`src/rtl/core/bbl_pkg.sv`:
```
// ----------------------------------------------------------------------------
// bbl_pkg
// Shared constants and types for the 3x3 box blur.
// ----------------------------------------------------------------------------
package bbl_pkg;

  localparam int MAX_WIDTH = 1024;
  localparam int COL_W     = $clog2(MAX_WIDTH);
  localparam int FW_W      = 11;
  localparam logic [FW_W-1:0] FW_RESET = 11'd1024;
  // wide enough for frame_width, MAX_WIDTH and column + 1
  localparam int CMP_W     = ((FW_W > COL_W + 1) ? FW_W : COL_W + 1) + 1;

  localparam int PIX_W     = 8;
  localparam int RGB_W     = 3 * PIX_W;
  localparam int CSUM_W    = 10;   // three pixels of one channel
  localparam int SUM_W     = 12;   // nine pixels of one channel
  localparam int DIV_W     = 4;

  localparam int Q_DEPTH   = 4;
  localparam int QA_W      = $clog2(Q_DEPTH);
  localparam int QC_W      = $clog2(Q_DEPTH + 1);

  localparam int ADDR_W    = 3;
  localparam int DATA_W    = 32;
  localparam logic [ADDR_W-3:0] REG_FRAME_WIDTH = 1'b0;

  typedef struct packed {
    logic             kind;
    logic [PIX_W-1:0] red_in;
    logic [PIX_W-1:0] green_in;
    logic [PIX_W-1:0] blue_in;
  } bbl_in_t;

  typedef struct packed {
    logic [PIX_W-1:0] red_out;
    logic [PIX_W-1:0] green_out;
    logic [PIX_W-1:0] blue_out;
    logic             run_last;
    logic             frame_end;
  } bbl_out_t;

  // one classified item: vertical column sums (2 red, 1 green, 0 blue) and flags
  typedef struct packed {
    logic [2:0][CSUM_W-1:0] col;
    logic [1:0]             vcnt;
    logic                   c_ge1;
    logic                   c_ge2;
    logic                   last;
    logic                   kind;
    logic                   rs1;
  } bbl_entry_t;

  typedef struct packed {
    logic            empty;
    logic [QC_W-1:0] count;
  } bbl_qstat_t;

endpackage

```
`src/rtl/core/bbl_back.sv`:
```
// ----------------------------------------------------------------------------
// bbl_back
// Keeps the two previous column sums, forms up to two results per word and
// divides them into rounded means.
// ----------------------------------------------------------------------------
module bbl_back
  import bbl_pkg::*;
(
  input  logic       clk,
  input  logic       rst_n,
  input  bbl_qstat_t qstat,
  output logic       pop,
  input  bbl_entry_t pop_data,
  output logic       out_valid,
  input  logic       out_stall,
  output bbl_out_t   out_data
);

  // (2s + d) / (2d), rounded half up, capped; thirds and ninths by reciprocal
  function automatic logic [PIX_W-1:0] div_round(input logic [SUM_W-1:0] s,
                                                 input logic [DIV_W-1:0] d);
    logic [SUM_W+1:0] x;
    logic [SUM_W-1:0] y;
    logic [SUM_W-1:0] q;
    logic [2*SUM_W-1:0] prod;
    x    = {s, 1'b0} + (SUM_W+2)'(d);
    y    = '0;
    prod = '0;
    case (d)
      4'd1: q = SUM_W'(x >> 1);
      4'd2: q = SUM_W'(x >> 2);
      4'd4: q = SUM_W'(x >> 3);
      4'd3: begin
        y    = SUM_W'(x >> 1);
        prod = (2*SUM_W)'(y) * (2*SUM_W)'(2731);
        q    = SUM_W'(prod >> 13);
      end
      4'd6: begin
        y    = SUM_W'(x >> 2);
        prod = (2*SUM_W)'(y) * (2*SUM_W)'(2731);
        q    = SUM_W'(prod >> 13);
      end
      4'd9: begin
        y    = SUM_W'(x >> 1);
        prod = (2*SUM_W)'(y) * (2*SUM_W)'(3641);
        q    = SUM_W'(prod >> 15);
      end
      default: q = SUM_W'(x >> 1);
    endcase
    return (q > SUM_W'(255)) ? PIX_W'(255) : q[PIX_W-1:0];
  endfunction

  bbl_entry_t             w_r;
  logic                   wv_r;
  logic                   phase_r;
  logic [2:0][CSUM_W-1:0] left_r, mid_r;

  logic                   sum_v_r;
  logic [2:0][SUM_W-1:0]  sum_r;
  logic [DIV_W-1:0]       div_r;
  logic                   rl_r, fe_r;

  bbl_out_t               out_data_r;
  logic                   out_valid_r;

  logic                   need_a, need_b, sel_a, has_res, final_res;
  logic                   out_ld, sum_rdy, emit, retire;
  logic [2:0][SUM_W-1:0]  sums;
  logic [DIV_W-1:0]       div_sel;
  logic [1:0]             hcnt;

  always_comb begin
    need_a    = w_r.rs1 && w_r.c_ge1;
    need_b    = w_r.rs1 && w_r.last;
    sel_a     = !phase_r && need_a;
    has_res   = sel_a || need_b;
    final_res = !(sel_a && need_b);

    out_ld  = sum_v_r && (!out_valid_r || !out_stall);
    sum_rdy = !sum_v_r || out_ld;
    emit    = wv_r && has_res && sum_rdy;
    retire  = wv_r && (!has_res || (emit && final_res));
    pop     = !qstat.empty && (!wv_r || retire);

    for (int k = 0; k < 3; k++) begin
      if (sel_a) begin
        sums[k] = (w_r.c_ge2 ? SUM_W'(left_r[k]) : '0) + SUM_W'(mid_r[k])
                + SUM_W'(w_r.col[k]);
      end else begin
        sums[k] = (w_r.c_ge1 ? SUM_W'(mid_r[k]) : '0) + SUM_W'(w_r.col[k]);
      end
    end
    if (sel_a) begin
      hcnt = w_r.c_ge2 ? 2'd3 : 2'd2;
    end else begin
      hcnt = w_r.c_ge1 ? 2'd2 : 2'd1;
    end
    div_sel = DIV_W'(w_r.vcnt) * DIV_W'(hcnt);
  end

  always_ff @(posedge clk) begin
    if (!rst_n) begin
      wv_r        <= 1'b0;
      phase_r     <= 1'b0;
      left_r      <= '0;
      mid_r       <= '0;
      sum_v_r     <= 1'b0;
      out_valid_r <= 1'b0;
    end else begin
      if (pop) begin
        wv_r    <= 1'b1;
        phase_r <= 1'b0;
      end else if (retire) begin
        wv_r    <= 1'b0;
      end else if (emit) begin
        phase_r <= 1'b1;
      end
      if (retire) begin
        left_r <= w_r.c_ge1 ? mid_r : '0;
        mid_r  <= w_r.col;
      end
      sum_v_r     <= emit || (sum_v_r && !out_ld);
      out_valid_r <= out_ld || (out_valid_r && out_stall);
    end
  end

  always_ff @(posedge clk) begin
    if (pop) begin
      w_r <= pop_data;
    end
    if (emit) begin
      sum_r <= sums;
      div_r <= div_sel;
      rl_r  <= final_res;
      fe_r  <= !sel_a && w_r.kind;
    end
    if (out_ld) begin
      out_data_r.red_out   <= div_round(sum_r[2], div_r);
      out_data_r.green_out <= div_round(sum_r[1], div_r);
      out_data_r.blue_out  <= div_round(sum_r[0], div_r);
      out_data_r.run_last  <= rl_r;
      out_data_r.frame_end <= fe_r;
    end
  end

  assign out_valid = out_valid_r;
  assign out_data  = out_data_r;

endmodule

```
`config.mk`:
```
export PLATFORM = sky130hd
export DESIGN_NAME = bbl_back
export DESIGN_NICKNAME = d
export VERILOG_FILES = /design/src/rtl/core/bbl_pkg.sv /design/src/rtl/core/bbl_back.sv
export SDC_FILE = /design/constraint.sdc
export NUM_CORES = 2
export LEC_CHECK = 0
export BUFFER_PORTS_ARGS = -buffer_cell sky130_fd_sc_hd__buf_2
export CAP_MARGIN = 20
export CELL_PAD_IN_SITES_DETAIL_PLACEMENT = 0
export CELL_PAD_IN_SITES_GLOBAL_PLACEMENT = 1
export CORE_ASPECT_RATIO = 1.4
export CORE_MARGIN = 2
export CORE_UTILIZATION = 52
export CTS_CLUSTER_SIZE = 20
export DETAILED_ROUTE_END_ITERATION = 10
export PLACE_DENSITY = 0.84
export SYNTH_ARGS = -nofsm -noshare
export SYNTH_HDL_FRONTEND = slang
export SYNTH_SLANG_ARGS = --single-unit
export TNS_END_PERCENT = 5
```
`constraint.sdc`:
```
create_clock -name clk -period 8.3 [get_ports clk]
set_input_delay 0.83 -clock clk [delete_from_list [all_inputs] [get_ports clk]]
set_output_delay 0.83 -clock clk [all_outputs]
set_load 0.05 [all_outputs]
```
==> flow_summary.ini <==
[synthesis]
async_flop_share = 0
yosysSeqAreaShare = 0.145
syn_area_um2 = 30500
avgSynthCellArea_um2 = 9.26
synth_cell_types = 87
synth_ff_type = edfxtp_1
yosys_warnings = 0
synth_edf_count = 105
syn_nets = 4294
netlist_instances = 3298
ys_seq_elements = 169

[critical_path]
worstSetupPathType = reg -> reg
cpMostUsedCell = ha_1
cpMaxStageDelayCell = edfxtp_1
crit_path_end_kind = flop
path_cells = ha_1 -> a21o_1 -> a21oi_1 -> nor2_1 -> xor2_1 -> buf_4 -> fa_1 -> ha_1 -> ha_1 -> ha_1 -> fa_1 -> ha_1 -> nand4_1 -> a2111oi_0 -> buf_4 -> nor4_1 -> o31ai_1 -> a211oi_1 -> mux2i_1 -> a2111o_1 -> a21oi_2 -> o2111ai_1
required_ns = 8.46
max_stage_delay_ns = 0.71
cp.arrival_ns = 7.99
cp_top_family = compound AO/OA/AOI/OAI gates
critPathBufInv = 2
cp_max_fo = 11
crit_path_start_kind = flop

[global_route]
grt_max_degree = 65
grt_pass1_vias = 25300
antenna_found_initial = 0
grt_pass1_wl_mm = 128
grt_usage = 0.266
grt_remaining_overflow = 0

[power]
clkPwrFrac = 0.073
peakVddDrop_v = 0.000182
p_leak_nw = 16.4
internal_power_mw = 5.05
p_seq_frac = 0.090
power.density_nw_per_um2 = 329
p_sw_frac = 0.530
p_comb_frac = 0.837
p_sw_mw = 5.71

[layout]
nNetsFinal = 4375
postLayoutCoreUtil = 0.560
area_delta_synth_final_pct = 6.96
fillCellCount = 5311
final_common_cell = ha_1
drive_gt1_frac = 0.0619
final_cell_mix = 665 x ha_1, 560 x inv_1, 287 x fa_1
diodes = 0
layout.cells.non_filler = 4141
stdcell_area_um2 = 32700

[timing]
fmax_ghz = 0.128
hold_viol = 0
worst_pin_slew_ns = 1.24
period_share = 0.943
finClkSkew_ns = 0.0116
finalMaxSlewViolations = 0
max_slew_margin = 0.155
min_period_ns = 7.83
setup_viol = 0
holdWs_ns = 0.421
rsz0062_at_grt = false
fin_setup_tns_ns = 0

[floorplanning]
die_area_um2 = 60700
die_h_um = 291
std_cell_rows = 105
io_pins = 72
core_um2 = 58300
fp.dieW_um = 209
initial_core_util = 0.524

[detailed_routing]
post-route-drc-count = 0
via_count = 23700
routed_wirelength_mm = 79.3
drt.antenna.violating_nets = 0
wl_per_cell_um = 19.1
drt_iter0_markers = 1257
firstDrtPassIters = 6
vias_per_cell = 5.73

[placed_design]
placement.cell_area_um2 = 32100
dp_cells = 4108
dp_hpwl_mm = 66.8
placement.io_buffers = 68
globalplace.congestion = 0.945

[flow_run]
maxCapViolations = 0

[cts]
cts.sinks = 169
cts.clk_slew.worst_paths_ns = 0.07
clockBufferDepth = 2
clock-root-buffer = clkbuf_16
htree_levels = 4
clk-insertion-delay-late_ns = 0.46
cts_setup_buffers = 0
cts_tree = yes
cts_buffers = 17

[status]
status = finished clean

[min_path]
hold_path_class = reg -> reg
-- registers in the layout, summed over array words and instances, names as in the netlist --
register	flops
w_r	37
sum_r	36
left_r	30
mid_r	30
out_data	26
div_r	4
fe_r	1
out_valid	1
phase_r	1
rl_r	1
sum_v_r	1
wv_r	1
-- cell usage after synthesis, types with 18 or more instances --
cell type	instances	area share
xnor2_1	129	0.037
or3_1	18	0.0037
a21o_1	68	0.017
dfxtp_1	64	0.042
xor2_1	81	0.023
fa_1	287	0.19
inv_1	560	0.069
a211oi_1	27	0.0066
o21ai_0	115	0.019
a21boi_0	73	0.018
edfxtp_1	105	0.10
ha_1	665	0.27
nand2_1	242	0.030
and2_1	75	0.015
clkbuf_1	51	0.0063
nand3_1	38	0.0062
nor3_1	30	0.0049
nand2b_1	21	0.0043
nand4_1	21	0.0043
a221oi_1	25	0.0072
nor2_1	158	0.019
a21oi_1	143	0.023
-- routing by layer --
layer  track usage  part of all wire  vias to the layer above
li1              -                 -                    11400
met1         0.301              0.39                    11500
met2         0.497              0.52                      626
met3        0.0307             0.042                      198
met4         0.121             0.047                        0
met5             0                 0                        -
-- power by group through the flow --
stage / clock [mW] / sequential [mW] / combinational [mW]
2_1_floorplan: 0 / 0.982 / 6.56
3_3_place_gp: 0 / 0.983 / 8.61
3_5_place_dp: 0 / 0.985 / 8.89
4_1_cts: 0.812 / 0.966 / 8.98
5_1_grt: 0.844 / 0.970 / 10.2
6_report: 0.790 / 0.966 / 9.01
-- worst register-to-register path, delay by kind of cell (launching register included) --
kind / cells / cell delay (ns)
compound gates: 8 / 2.80
xor+xnor: 1 / 0.52
fa+ha+maj: 7 / 2.49
buf+inv: 2 / 0.48
flops: 1 / 0.71
mux: 1 / 0.18
simple gates: 3 / 0.34
-- final cells by class --
type / instances / area, um2 / area share
Tap cell: 749 / 937 / 0.0287
Sequential cell: 169 / 4430 / 0.136
Inverter: 564 / 2120 / 0.0648
Timing Repair Buffer: 125 / 801 / 0.0245
Clock inverter: 14 / 154 / 0.00471
Clock buffer: 18 / 429 / 0.0131
Multi-Input combinational cell: 2502 / 23800 / 0.728
-- kinds of logic (layout without fill, tap and decap cells) --
family,Yosys count,after routing,synth area share
buf+inv,627,721,0.0774
mux,18,18,0.00598
fa+ha+maj,954,954,0.461
xor+xnor,214,214,0.0631
compound gates,619,619,0.137
flops,169,169,0.145
simple gates,697,697,0.111
-- through the flow --
stage               power (mW)  setup WS, ns
floorplan                 7.54          1.22
global placement          9.59         0.515
detailed placement        9.88         0.468
CTS                       10.8         0.447
global route              12.0        0.0212
finish                    10.8         0.474
-- repair_timing --
item,4_1_cts,5_1_grt
endpoints found under the setup margin,0,5
hold buffers,0,0
gates resized for setup,0,1
-- worst paths after layout --
check                     start                         end  slack (ns)  cells after the start
max reg2reg  div_r[2]$_DFFE_PP_  out_data[17]$_SDFFCE_PN1P_        0.47                     22
min              fe_r$_DFFE_PP_       out_data[0]$_DFFE_PP_        0.42                      0
max          div_r[2]$_DFFE_PP_  out_data[17]$_SDFFCE_PN1P_        0.47                     22
min reg2reg      fe_r$_DFFE_PP_       out_data[0]$_DFFE_PP_        0.42                      0
Power figures use the tool's default switching activity.
