**src/rtl/core/bbl_pkg.sv**
```systemverilog
// ----------------------------------------------------------------------------
// bbl_pkg
// Shared constants and types for the 3x3 box blur.
// ----------------------------------------------------------------------------
package bbl_pkg;

  localparam int MAX_WIDTH = 1024;
  localparam int COL_W     = $clog2(MAX_WIDTH);
  localparam int FW_W      = 11;
  localparam logic [FW_W-1:0] FW_RESET = 11'd1024;
  // wide enough for frame_width, MAX_WIDTH and column + 1
  localparam int CMP_W     = ((FW_W > COL_W + 1) ? FW_W : COL_W + 1) + 1;

  localparam int PIX_W     = 8;
  localparam int RGB_W     = 3 * PIX_W;
  localparam int CSUM_W    = 10;   // three pixels of one channel
  localparam int SUM_W     = 12;   // nine pixels of one channel
  localparam int DIV_W     = 4;

  localparam int Q_DEPTH   = 4;
  localparam int QA_W      = $clog2(Q_DEPTH);
  localparam int QC_W      = $clog2(Q_DEPTH + 1);

  localparam int ADDR_W    = 3;
  localparam int DATA_W    = 32;
  localparam logic [ADDR_W-3:0] REG_FRAME_WIDTH = 1'b0;

  typedef struct packed {
    logic             kind;
    logic [PIX_W-1:0] red_in;
    logic [PIX_W-1:0] green_in;
    logic [PIX_W-1:0] blue_in;
  } bbl_in_t;

  typedef struct packed {
    logic [PIX_W-1:0] red_out;
    logic [PIX_W-1:0] green_out;
    logic [PIX_W-1:0] blue_out;
    logic             run_last;
    logic             frame_end;
  } bbl_out_t;

  // one classified item: vertical column sums (2 red, 1 green, 0 blue) and flags
  typedef struct packed {
    logic [2:0][CSUM_W-1:0] col;
    logic [1:0]             vcnt;
    logic                   c_ge1;
    logic                   c_ge2;
    logic                   last;
    logic                   kind;
    logic                   rs1;
  } bbl_entry_t;

  typedef struct packed {
    logic            empty;
    logic [QC_W-1:0] count;
  } bbl_qstat_t;

endpackage

```
**src/rtl/core/bbl_queue.sv**
```systemverilog
// ----------------------------------------------------------------------------
// bbl_queue
// Short FIFO of classified words between the front and the back.
// ----------------------------------------------------------------------------
module bbl_queue
  import bbl_pkg::*;
(
  input  logic       clk,
  input  logic       rst_n,
  input  logic       push,
  input  bbl_entry_t push_data,
  input  logic       pop,
  output bbl_entry_t pop_data,
  output bbl_qstat_t stat
);

  bbl_entry_t      slot_r [Q_DEPTH];
  logic [QA_W-1:0] wr_ptr_r, wr_ptr_nxt;
  logic [QA_W-1:0] rd_ptr_r, rd_ptr_nxt;
  logic [QC_W-1:0] count_r, count_nxt;

  always_comb begin
    wr_ptr_nxt = push ? wr_ptr_r + QA_W'(1) : wr_ptr_r;
    rd_ptr_nxt = pop ? rd_ptr_r + QA_W'(1) : rd_ptr_r;
    count_nxt  = count_r + QC_W'(push) - QC_W'(pop);
  end

  always_ff @(posedge clk) begin
    if (!rst_n) begin
      wr_ptr_r <= '0;
      rd_ptr_r <= '0;
      count_r  <= '0;
    end else begin
      wr_ptr_r <= wr_ptr_nxt;
      rd_ptr_r <= rd_ptr_nxt;
      count_r  <= count_nxt;
    end
  end

  always_ff @(posedge clk) begin
    if (push) begin
      slot_r[wr_ptr_r] <= push_data;
    end
  end

  assign pop_data   = slot_r[rd_ptr_r];
  assign stat.empty = (count_r == '0);
  assign stat.count = count_r;

endmodule

```
**config.mk**
```make
export PLATFORM = sky130hd
export DESIGN_NAME = bbl_queue
export DESIGN_NICKNAME = d
export VERILOG_FILES = /design/src/rtl/core/bbl_pkg.sv /design/src/rtl/core/bbl_queue.sv
export SDC_FILE = /design/constraint.sdc
export NUM_CORES = 1
export LEC_CHECK = 0
export ABC_AREA = 1
export BUFFER_PORTS_ARGS = -buffer_cell sky130_fd_sc_hd__buf_2
export CORE_MARGIN = 3
export CORE_UTILIZATION = 52
export CTS_CLUSTER_DIAMETER = 50
export DETAILED_ROUTE_END_ITERATION = 12
export PLACE_DENSITY = 0.86
export SLEW_MARGIN = 10
export SYNTH_ARGS = -nofsm -noshare
export SYNTH_HDL_FRONTEND = slang
export SYNTH_SLANG_ARGS = --single-unit
```
**constraint.sdc**
```tcl
create_clock -name clk -period 1.8 [get_ports clk]
set_input_delay 0.27 -clock clk [delete_from_list [all_inputs] [get_ports clk]]
set_output_delay 0.27 -clock clk [all_outputs]
set_load 0.01 [all_outputs]
```
==> metrics.md, run 1 <==
| Metric | Value |
|---|---|
| Post-Syn Nets | 533 |
| Hold Crit Depth | 1 |
| Most common library cells after synthesis | edfxtp_1 (148), inv_1 (89), nand2_1 (84), a21oi_1 (43), o21ai_0 (41) |
| Post-synth top area share | 71.57% |
| Die ar. | 13,290 um^2 |
| Net Switching | 1.936 mW |
| Clock power frac | 41.2% |
| Post-route DRC | 0 |
| Status | finished clean |
| RSZ-0062 raised after global routing | true |
| Die width | 115.3 um |
| Syn Std Cell Area | 6210 um^2 |
| Cell Pwr Density | 1140 nW/um^2 |
| CTS tree | built |
| Post-DP HPWL | 7078 um |
| All-layer global routing usage | 19.20% |
| Num Clock Sinks | 157 |
| Area post-placement | 6868 um^2 |
| Area contributors post-synth | edfxtp_1 (72%), inv_1 (5.4%), nand2_1 (5.1%), o211ai_1 (4.5%), a21oi_1 (3.5%) |
| Worst Tran Pin Value | 0.3731 ns |
| Final Power | 8.804 mW |
| Post-synthesis sequential area ratio | 74.47% |
| Fin crit share | 99.69% |
| Met3 Use GR | 6.842% |
| Met2 GRT Util | 33.41% |
| I/O pins | 82 |
| Cells after Synth | 485 |
| Reg2Reg Depth | 7 |
| Drt total wl | 12,510 um |
| Max_slew headroom | 75.13% |
| Inst Count DP | 698 |
| Grt met1 use | 22.06% |
| GP Congestion | 0.7545 |
| Sw Ratio | 21.98% |
| ANT nets after route | 0 |
| Setup Skew | 0.007645 ns |
| Worst hold-check path type | input port to flip-flop |
| Ys flop type | edfxtp_1 |
| Layout cells sized above 1 | 23.50% |
| Ys Warns | 0 |
| First-pass GRT wire length | 19,040 um |
| Pin count of the biggest net entering global routing | 34 |
| Final Hold Fails | 0 |
| Initial DRC Count | 228 |
| Synthesized flop and latch total | 157 |
| Pins Over Slew Limit | 0 |
| Crit end category | output port |
| Internal | 6.869 mW |
| Non-filler cells in the finished layout | 743 |
| CTS Buf Count | 17 |
| Area growth from synthesis to layout | 24.40% |
| CP Max Fanout | 8 |
| Gr busiest metal | met2 |
| Worst vdd ir | 0.0007114 V |
| Initial core utilization | 53.69% |
| Max-cap violations | 0 |
| F_max | 557.3 MHz |
| Final nets | 635 |
| Vias in the first global route | 3,895 |
| Routed length per instance | 16.83 um |
| Yosys cell types | 16 |
| Worst EP required | 1.53 ns |
| Clock transition at the registers of the reported paths | 0.06 ns |
| CTS H-tree depth | 4 |
| Cell taking the most area after synthesis | edfxtp_1 |
| Final instance area | 7725 um^2 |
| Final TNS setup | 0 ns |
| Root buf cell | clkbuf_16 |
| Count leader, synth | edfxtp_1 |
| Grt ovf | 0 |
| Row cnt | 39 |
| Antenna violations before repair | 1 |
| Pre-antenna DRT Iters | 4 |
| Port buffer count | 81 |
| Max Buffers Root-to-Sink | 2 |
| Diode count | 0 |
| Post-synth EDFFs | 148 |
| Final setup fails | 0 |
| Core area | 11,560 um^2 |
| Crit path DAT | 1.52 ns |
| Worst-Skew Late Latency | 0.41 ns |
| Combinational power share | 10.6% |
| Sequential fraction of design power | 48.2% |
| Via density | 5.190 |
| CTS Hold Bufs | 0 |
| Die height | 115.3 um |
| Async S/R FF share, synth | 0% |
| Minimum clock period | 1.794 ns |
| Critical path startpoint category | flip-flop |
| Pleak | 3.110 nW |
| Crit Path Class | flip-flop to output port |
| Vias | 3,856 |
| Syn_area_per_cell | 12.80 um^2 |
[critical path, cell delays in order, from the launching register on]
cell	delay (ns)
dfxtp_4	0.40
buf_12	0.15
clkbuf_16	0.16
o211ai_1	0.17
nand2_1	0.09
buf_2	0.15
[layout by cell type, fill, tap and decap left out, types with 3 or more instances in the layout]
cell type	synthesis	final
a21oi_1	43	42
buf_12	0	9
buf_16	0	3
buf_2	16	81
buf_4	5	9
bufinv_16	0	4
clkbuf_1	2	3
clkbuf_16	0	21
dfxtp_1	9	7
edfxtp_1	148	148
ha_1	6	6
inv_1	89	85
inv_2	0	4
nand2_1	84	84
o211ai_1	37	37
o21ai_0	41	18
o21ai_1	0	23
[kinds of logic after synthesis]
kind of cell             Yosys count  synth area share, %
AO/OA/AOI/OAI                    121                11.24
adder cells (fa/ha/maj)            7                1.531
buffers and inverters            113                7.455
flip-flops                       157                74.47
AND/OR/NAND/NOR                   87                5.299
[per-stage QoR]
stage / hold WS (ns) / setup WS, ns / utilization [%]
floorplan: 0.3619 / 0.09093 / -
global placement: 0.4393 / 0.2444 / 59.39
detailed placement: 0.4594 / 0.1493 / 59.39
CTS: 0.05332 / -0.04629 / 65.41
global route: 0.05630 / -0.05643 / 66.80
finish: 0.07446 / 0.005595 / 66.80
[state kept, by name, summed over array words and instances, names as in the netlist, named ones only]
register,count
count_r,3
rd_ptr_r,2
slot_r,148
wr_ptr_r,2
[worst paths after layout]
kind	start	slack, ns	end
hold reg to reg	rd_ptr_r[1]	0.48	flip-flop
setup / recovery	flip-flop	0.006	pop_data[13]
hold / removal	push_data[33]	0.07	slot_r[1][33]
setup reg to reg	count_r[0]	0.16	count_r[2]
[final cells by class]
| type | instances | area, um^2 |
|---|---|---|
| fillers | 806 | 3840 |
| clock buffers | 20 | 436.7 |
| repair buffers | 107 | 847.1 |
| well taps | 143 | 178.9 |
| inverters | 89 | 334.1 |
| clock inverters | 12 | 170.2 |
| flip-flops and latches | 157 | 4632 |
| multi-input cells | 215 | 1126 |
[power groups by stage]
stage / Clock, mW / Sequential [mW] / Combinational [mW]
floorplan: 0 / 4.30 / 0.464
detailed placement: 0 / 4.32 / 0.813
global route: 3.85 / 4.25 / 1.04
global placement: 0 / 4.31 / 0.772
CTS: 3.69 / 4.24 / 0.872
finish: 3.63 / 4.24 / 0.931
[repair_timing]
action	4_1_cts	5_1_grt
setup endpoints to repair	32	34
cloned	2	5
gates resized for setup	6	22
buffers inserted	2	4
pin swaps	0	41
[layer usage]
layer / share of wire [%] / wire length [um] / vias up
met5: 0.10 / 13 / -
met4: 1.8 / 222 / 2
met3: 5.4 / 670 / 21
met2: 53 / 6585 / 97
met1: 40 / 5016 / 1849
li1: - / - / 1887
Note: power is estimated with default switching activity, not from simulation.
==> inputs of run 2 (changes only) <==
PLACE_DENSITY = not set   (was 0.86)
PLACE_DENSITY_LB_ADDON = 0.3   (was not set)
==> run 2 against run 1 <==
Effect of this change:
- the flow now finishes with violations (negative setup slack)
- sequential cell count unchanged
- sequential share of layout area shrank 1.1 points
- sequential power about the same
- core utilization rose by 1.2 points
- clock power increased by 4%
- highest routed layer unchanged
- combinational power grew 7.1%
- final cell count unchanged
- critical path depth did not move
- first-iteration DRC count increased by 7.9%
- maximum frequency decreased by 2.5%
- non-clock buffer count increased by 1
==> metrics.md, run 2 (synthesis results as in run 1) <==
| Metric | Value |
|---|---|
| Worst-Skew Late Latency | 0.43 ns |
| Post-route DRC | 0 |
| Final Hold Fails | 0 |
| WL met3 | 702 um |
| Minimum clock period | 1.840 ns |
| Crit end category | output port |
| Worst hold-check path type | input port to flip-flop |
| Reg2Reg Depth | 7 |
| Vias | 3,918 |
| Initial DRC Count | 246 |
| CP peak stage delay | 0.39 ns |
| Worst vdd ir | 0.0007368 V |
| Pin count of the biggest net entering global routing | 41 |
| Fin util | 67.95% |
| M1 WL | 5277 um |
| Cell Pwr Density | 1146 nW/um^2 |
| Status | finished, violations left |
| Inst Count DP | 697 |
| All-layer global routing usage | 19.17% |
| Slowest cell on the critical path | dfxtp_4 |
| Largest register FFs | 148 |
| Fin crit share | 102.2% |
| CTS Buf Count | 17 |
| Pleak | 3.176 nW |
| Drt total wl | 12,800 um |
| Violated checks | negative setup slack |
| Max_slew headroom | 78.84% |
| RSZ-0062 raised after global routing | true |
| Critical path startpoint category | flip-flop |
| Die ar. | 13,290 um^2 |
| Most common cell after layout, fill and taps aside | edfxtp_1 |
| F_max | 543.4 MHz |
| Area growth from synthesis to layout | 26.56% |
| Critical path depth | 5 |
| Setup ws final | -0.04015 ns |
| CP Max Fanout | 8 |
| Met2 wire length | 6533 um |
| Final nets | 636 |
| Crit path DAT | 1.57 ns |
| First-pass GRT wire length | 18,740 um |
| Final setup fails | 2 |
| Grt ovf | 0 |
| Top flop regs | slot_r x148, count_r x3 |
| Post-DP HPWL | 6665 um |
| Max-cap violations | 0 |
| Layout cells sized above 1 | 27.17% |
| Pins Over Slew Limit | 0 |
| Most frequent cells in the layout | edfxtp_1 (148), inv_1 (85), buf_2 (80), nand2_1 (77), o211ai_1 (37) |
| Vias in the first global route | 3,799 |
| Clock transition at the registers of the reported paths | 0.06 ns |
| Top reg by flops | slot_r |
| Hold Crit Depth | 1 |
| Die height | 115.3 um |
| Max Buffers Root-to-Sink | 2 |
| I/O pins | 82 |
| Worst EP required | 1.53 ns |
| Via density | 5.273 |
| Crit Path Class | flip-flop to output port |
| Setup Skew | 0.007358 ns |
| Die width | 115.3 um |
| Core area | 11,560 um^2 |
| Top Metal Used | met5 |
| Routed length per instance | 17.22 um |
| Initial core utilization | 53.69% |
| Row cnt | 39 |
| Sum of buffers and inverters on the critical path | 3 |
| GP Congestion | 0.7182 |
| Non-filler cells in the finished layout | 743 |
| Worst Tran Pin Value | 0.3174 ns |
| Port buffer count | 81 |
| Antenna violations before repair | 1 |
| Root buf cell | clkbuf_16 |
| Final Power | 9.008 mW |
| CTS tree | built |
| CTS H-tree depth | 4 |
| Critical-path cell list | buf_12 -> clkbuf_16 -> o211ai_1 -> nand2_1 -> buf_2 |
| Pre-antenna DRT Iters | 4 |
| Num Clock Sinks | 157 |
| ANT nets after route | 0 |
| Diode count | 0 |
| Largest delay share family, worst path | buffers and inverters |
run 2: final timing paths:
kind / startpoint / to / slack [ns]
worst max-delay path: flip-flop / pop_data[9] / -0.04
worst min-delay path: push_data[7] / slot_r[1][7] / 0.05
worst max register to register: count_r[0] / count_r[2] / 0.23
worst min register to register: rd_ptr_r[1] / flip-flop / 0.46
run 2: what timing repair did:
action / CTS / global route
endpoints found under the setup margin: 25 / 36
pin swaps: 19 / 36
hold buffers: 0 / 0
gates cloned: 4 / 8
resized for setup: 14 / 39
buffers inserted: 3 / 0
run 2: layout make-up:
type	instances	area [um^2]
flip-flops and latches	157	4629
fillers	806	3706
multi-input cells	215	1199
repair buffers	108	889.6
clock buffers	19	432.9
inverters	89	334.1
clock inverters	12	195.2
well taps	143	178.9
run 2: where the power goes:
part / internal [mW] / leakage (nW) / switching (mW)
registers: 4.18 / 1.44 / 0.0626
clock network: 2.44 / 0.307 / 1.33
logic: 0.416 / 1.43 / 0.580
total: 7.03 / 3.18 / 1.98
run 2: layer usage:
layer	vias up	global-route usage, %
met4	2	8.372
met3	20	6.368
li1	1889	-
met1	1889	23.35
met2	118	31.37
met5	-	0
run 2: per-stage QoR:
stage	instance area, um^2	worst slack (ns)	hold slack, ns	setup TNS (ns)
6_report	7859	-0.04015	0.05062	-0.04356
3_3_place_gp	6810	0.2525	0.4502	0
2_1_floorplan	6210	0.09093	0.3619	0
5_1_grt	7859	-0.1254	0.04547	-1.575
4_1_cts	7615	-0.02706	0.03512	-0.09741
3_5_place_dp	6810	0.1912	0.4534	0
==> inputs of run 3 (changes only) <==
ABC_AREA = not set   (was 1)
CORE_UTILIZATION = 51   (was 52)
==> run 3 against run 2 <==
Effect of this change:
- setup slack worse by 0.16 ns
- hold slack better by 0.013 ns
- die area is 4.0% lower
- critical path type unchanged
- the flow still finishes with violations (negative setup slack)
==> metrics.md, run 3 <==
| Metric | Value |
|---|---|
| Via density | 5.379 |
| Non-filler cells in the finished layout | 494 |
| Max-cap violations | 0 |
| All-layer global routing usage | 16.76% |
| Crit Path Class | flip-flop to output port |
| Violated checks | negative setup slack |
| Most frequent cells in the layout | edfxtp_1 (148), buf_2 (59), mux4_2 (37), buf_6 (23), clkbuf_16 (17) |
| CP Max Fanout | 6 |
| First-pass GRT wire length | 15,380 um |
| Reg area | 4629 um^2 |
| Final setup fails | 37 |
| Worst EP required | 1.53 ns |
| Cells after Synth | 235 |
| Post-synth top area share | 76.21% |
| Max_slew headroom | 71.33% |
| Antenna violations before repair | 1 |
| Reg2Reg Depth | 7 |
| Crit end category | output port |
| Worst Tran Pin Value | 0.4300 ns |
| Post-synth EDFFs | 148 |
| Pin count of the biggest net entering global routing | 38 |
| Area growth from synthesis to layout | 25.27% |
| CTS Buf Count | 17 |
| ANT nets after route | 0 |
| Pleak | 2.547 nW |
| Worst vdd ir | 0.0008242 V |
| Final Hold Fails | 0 |
| Cell Pwr Density | 1220 nW/um^2 |
| Die width | 112.9 um |
| Top reg by flops | slot_r |
| Num Clock Sinks | 157 |
| Pre-antenna DRT Iters | 4 |
| Hold slack | 0.06380 ns |
| Initial core utilization | 53.10% |
| Drt total wl | 9926 um |
| Most common cell after layout, fill and taps aside | edfxtp_1 |
| Vias in the first global route | 2,771 |
| Grt ovf | 0 |
| Root buf cell | clkbuf_16 |
| Status | finished, violations left |
| Cell taking the most area after synthesis | edfxtp_1 |
| Area contributors post-synth | edfxtp_1 (76%), mux4_2 (12%), mux4_1 (3.2%), dfxtp_1 (3.1%), ha_1 (1.3%) |
| GP Congestion | 0.6898 |
| Setup ws final | -0.1978 ns |
| Vias | 2,657 |
| Ys flop type | edfxtp_1 |
| I/O pins | 82 |
| CTS H-tree depth | 4 |
| Post-Syn Nets | 283 |
| Hold Crit Depth | 1 |
| Multi-input gate area | 1069 um^2 |
| Final nets | 389 |
| Syn_area_per_cell | 24.82 um^2 |
| Setup Skew | 0.006910 ns |
| Clock transition at the registers of the reported paths | 0.06 ns |
| Port buffer count | 81 |
| Die ar. | 12,750 um^2 |
| Post-DP HPWL | 5902 um |
| Count leader, synth | edfxtp_1 |
| Synthesized flop and latch total | 157 |
| Yosys cell types | 20 |
| Max Buffers Root-to-Sink | 2 |
| Crit path DAT | 1.73 ns |
| Ys Warns | 0 |
| Fin crit share | 111.0% |
| Pins Over Slew Limit | 0 |
| Async S/R FF share, synth | 0% |
| Row cnt | 38 |
| Critical path startpoint category | flip-flop |
| Layout cells sized above 1 | 48.02% |
| Post-route DRC | 0 |
| Die height | 112.9 um |
| Minimum clock period | 1.998 ns |
| Routed length per instance | 20.09 um |
| Core area | 10,980 um^2 |
| Worst hold-check path type | input port to flip-flop |
| Initial DRC Count | 158 |
| Syn Std Cell Area | 5832 um^2 |
| F_max | 500.6 MHz |
| RSZ-0062 raised after global routing | true |
| Inst Count DP | 459 |
| Top flop regs | slot_r x148, count_r x3 |
| CTS tree | built |
| # fillers | 698 |
| Worst-Skew Late Latency | 0.42 ns |
| Largest register FFs | 148 |
| Most common library cells after synthesis | edfxtp_1 (148), mux4_2 (30), dfxtp_1 (9), inv_1 (7), mux4_1 (7) |
| Post-synthesis sequential area ratio | 79.30% |
| Diode count | 0 |
==> run 3: kinds of logic after synthesis <==
kind of cell,count (synthesis),share of synthesized area (%)
AO/OA/AOI/OAI,2,0.2574
XOR/XNOR,3,0.7080
adder cells (fa/ha/maj),7,1.631
buffers and inverters,15,2.017
flip-flops,157,79.30
multiplexers,38,14.91
AND/OR/NAND/NOR,13,1.180
==> run 3: path summary, 6_finish.rpt <==
kind / startpoint / to / slack, ns
max: flip-flop / pop_data[10] / -0.20
min: push_data[28] / slot_r[1][28] / 0.06
max reg2reg: count_r[0] / count_r[2] / 0.18
min reg2reg: rd_ptr_r[0] / flip-flop / 0.54
==> run 3: final cells by class <==
cell class              count  area share (%)
multi-input cells          63           14.63
repair buffers             95           10.84
well taps                 140           2.398
clock buffers              18           5.874
flip-flops and latches    157           63.37
inverters                   7          0.3597
clock inverters            14           2.535
==> run 3: what timing repair did <==
item,4_1_cts,5_1_grt
setup buffers,1,0
endpoints found under the setup margin,37,37
cloned,2,0
gates resized for setup,20,16
hold buffers,0,0
==> run 3: critical path: stages, from the launching register on <==
cell	delay [ns]
dfxtp_4	0.41
buf_12	0.14
buf_16	0.13
mux4_2	0.50
buf_6	0.14
==> run 3: per-layer routing <==
metal,GRT usage (%),share of wire (%),vias to the layer above
met4,7.212,1.6,2
met1,21.05,41,1347
li1,-,-,1195
met2,26.90,51,100
met5,0,0.11,-
met3,5.668,7.2,13
==> run 3: report_power, final <==
part           switching [mW]  leakage [nW]  internal [mW]
Clock                    1.44         0.290           2.21
Sequential             0.0657          1.43           4.19
Combinational           0.451         0.823          0.554
Total                    1.95          2.55           6.96
==> run 3: through the flow <==
step	setup slack, ns	utilization, %	power [mW]	TNS, ns	instance area (um^2)
after floorplan	0.2101	-	4.847	0	5837
after global placement	0.2052	59.06	5.177	0	6486
after detailed placement	0.1688	59.06	5.208	0	6486
after CTS	-0.2244	65.71	8.950	-6.451	7217
after global routing	-0.2586	66.52	9.240	-7.360	7306
final	-0.1978	66.52	8.914	-5.266	7306
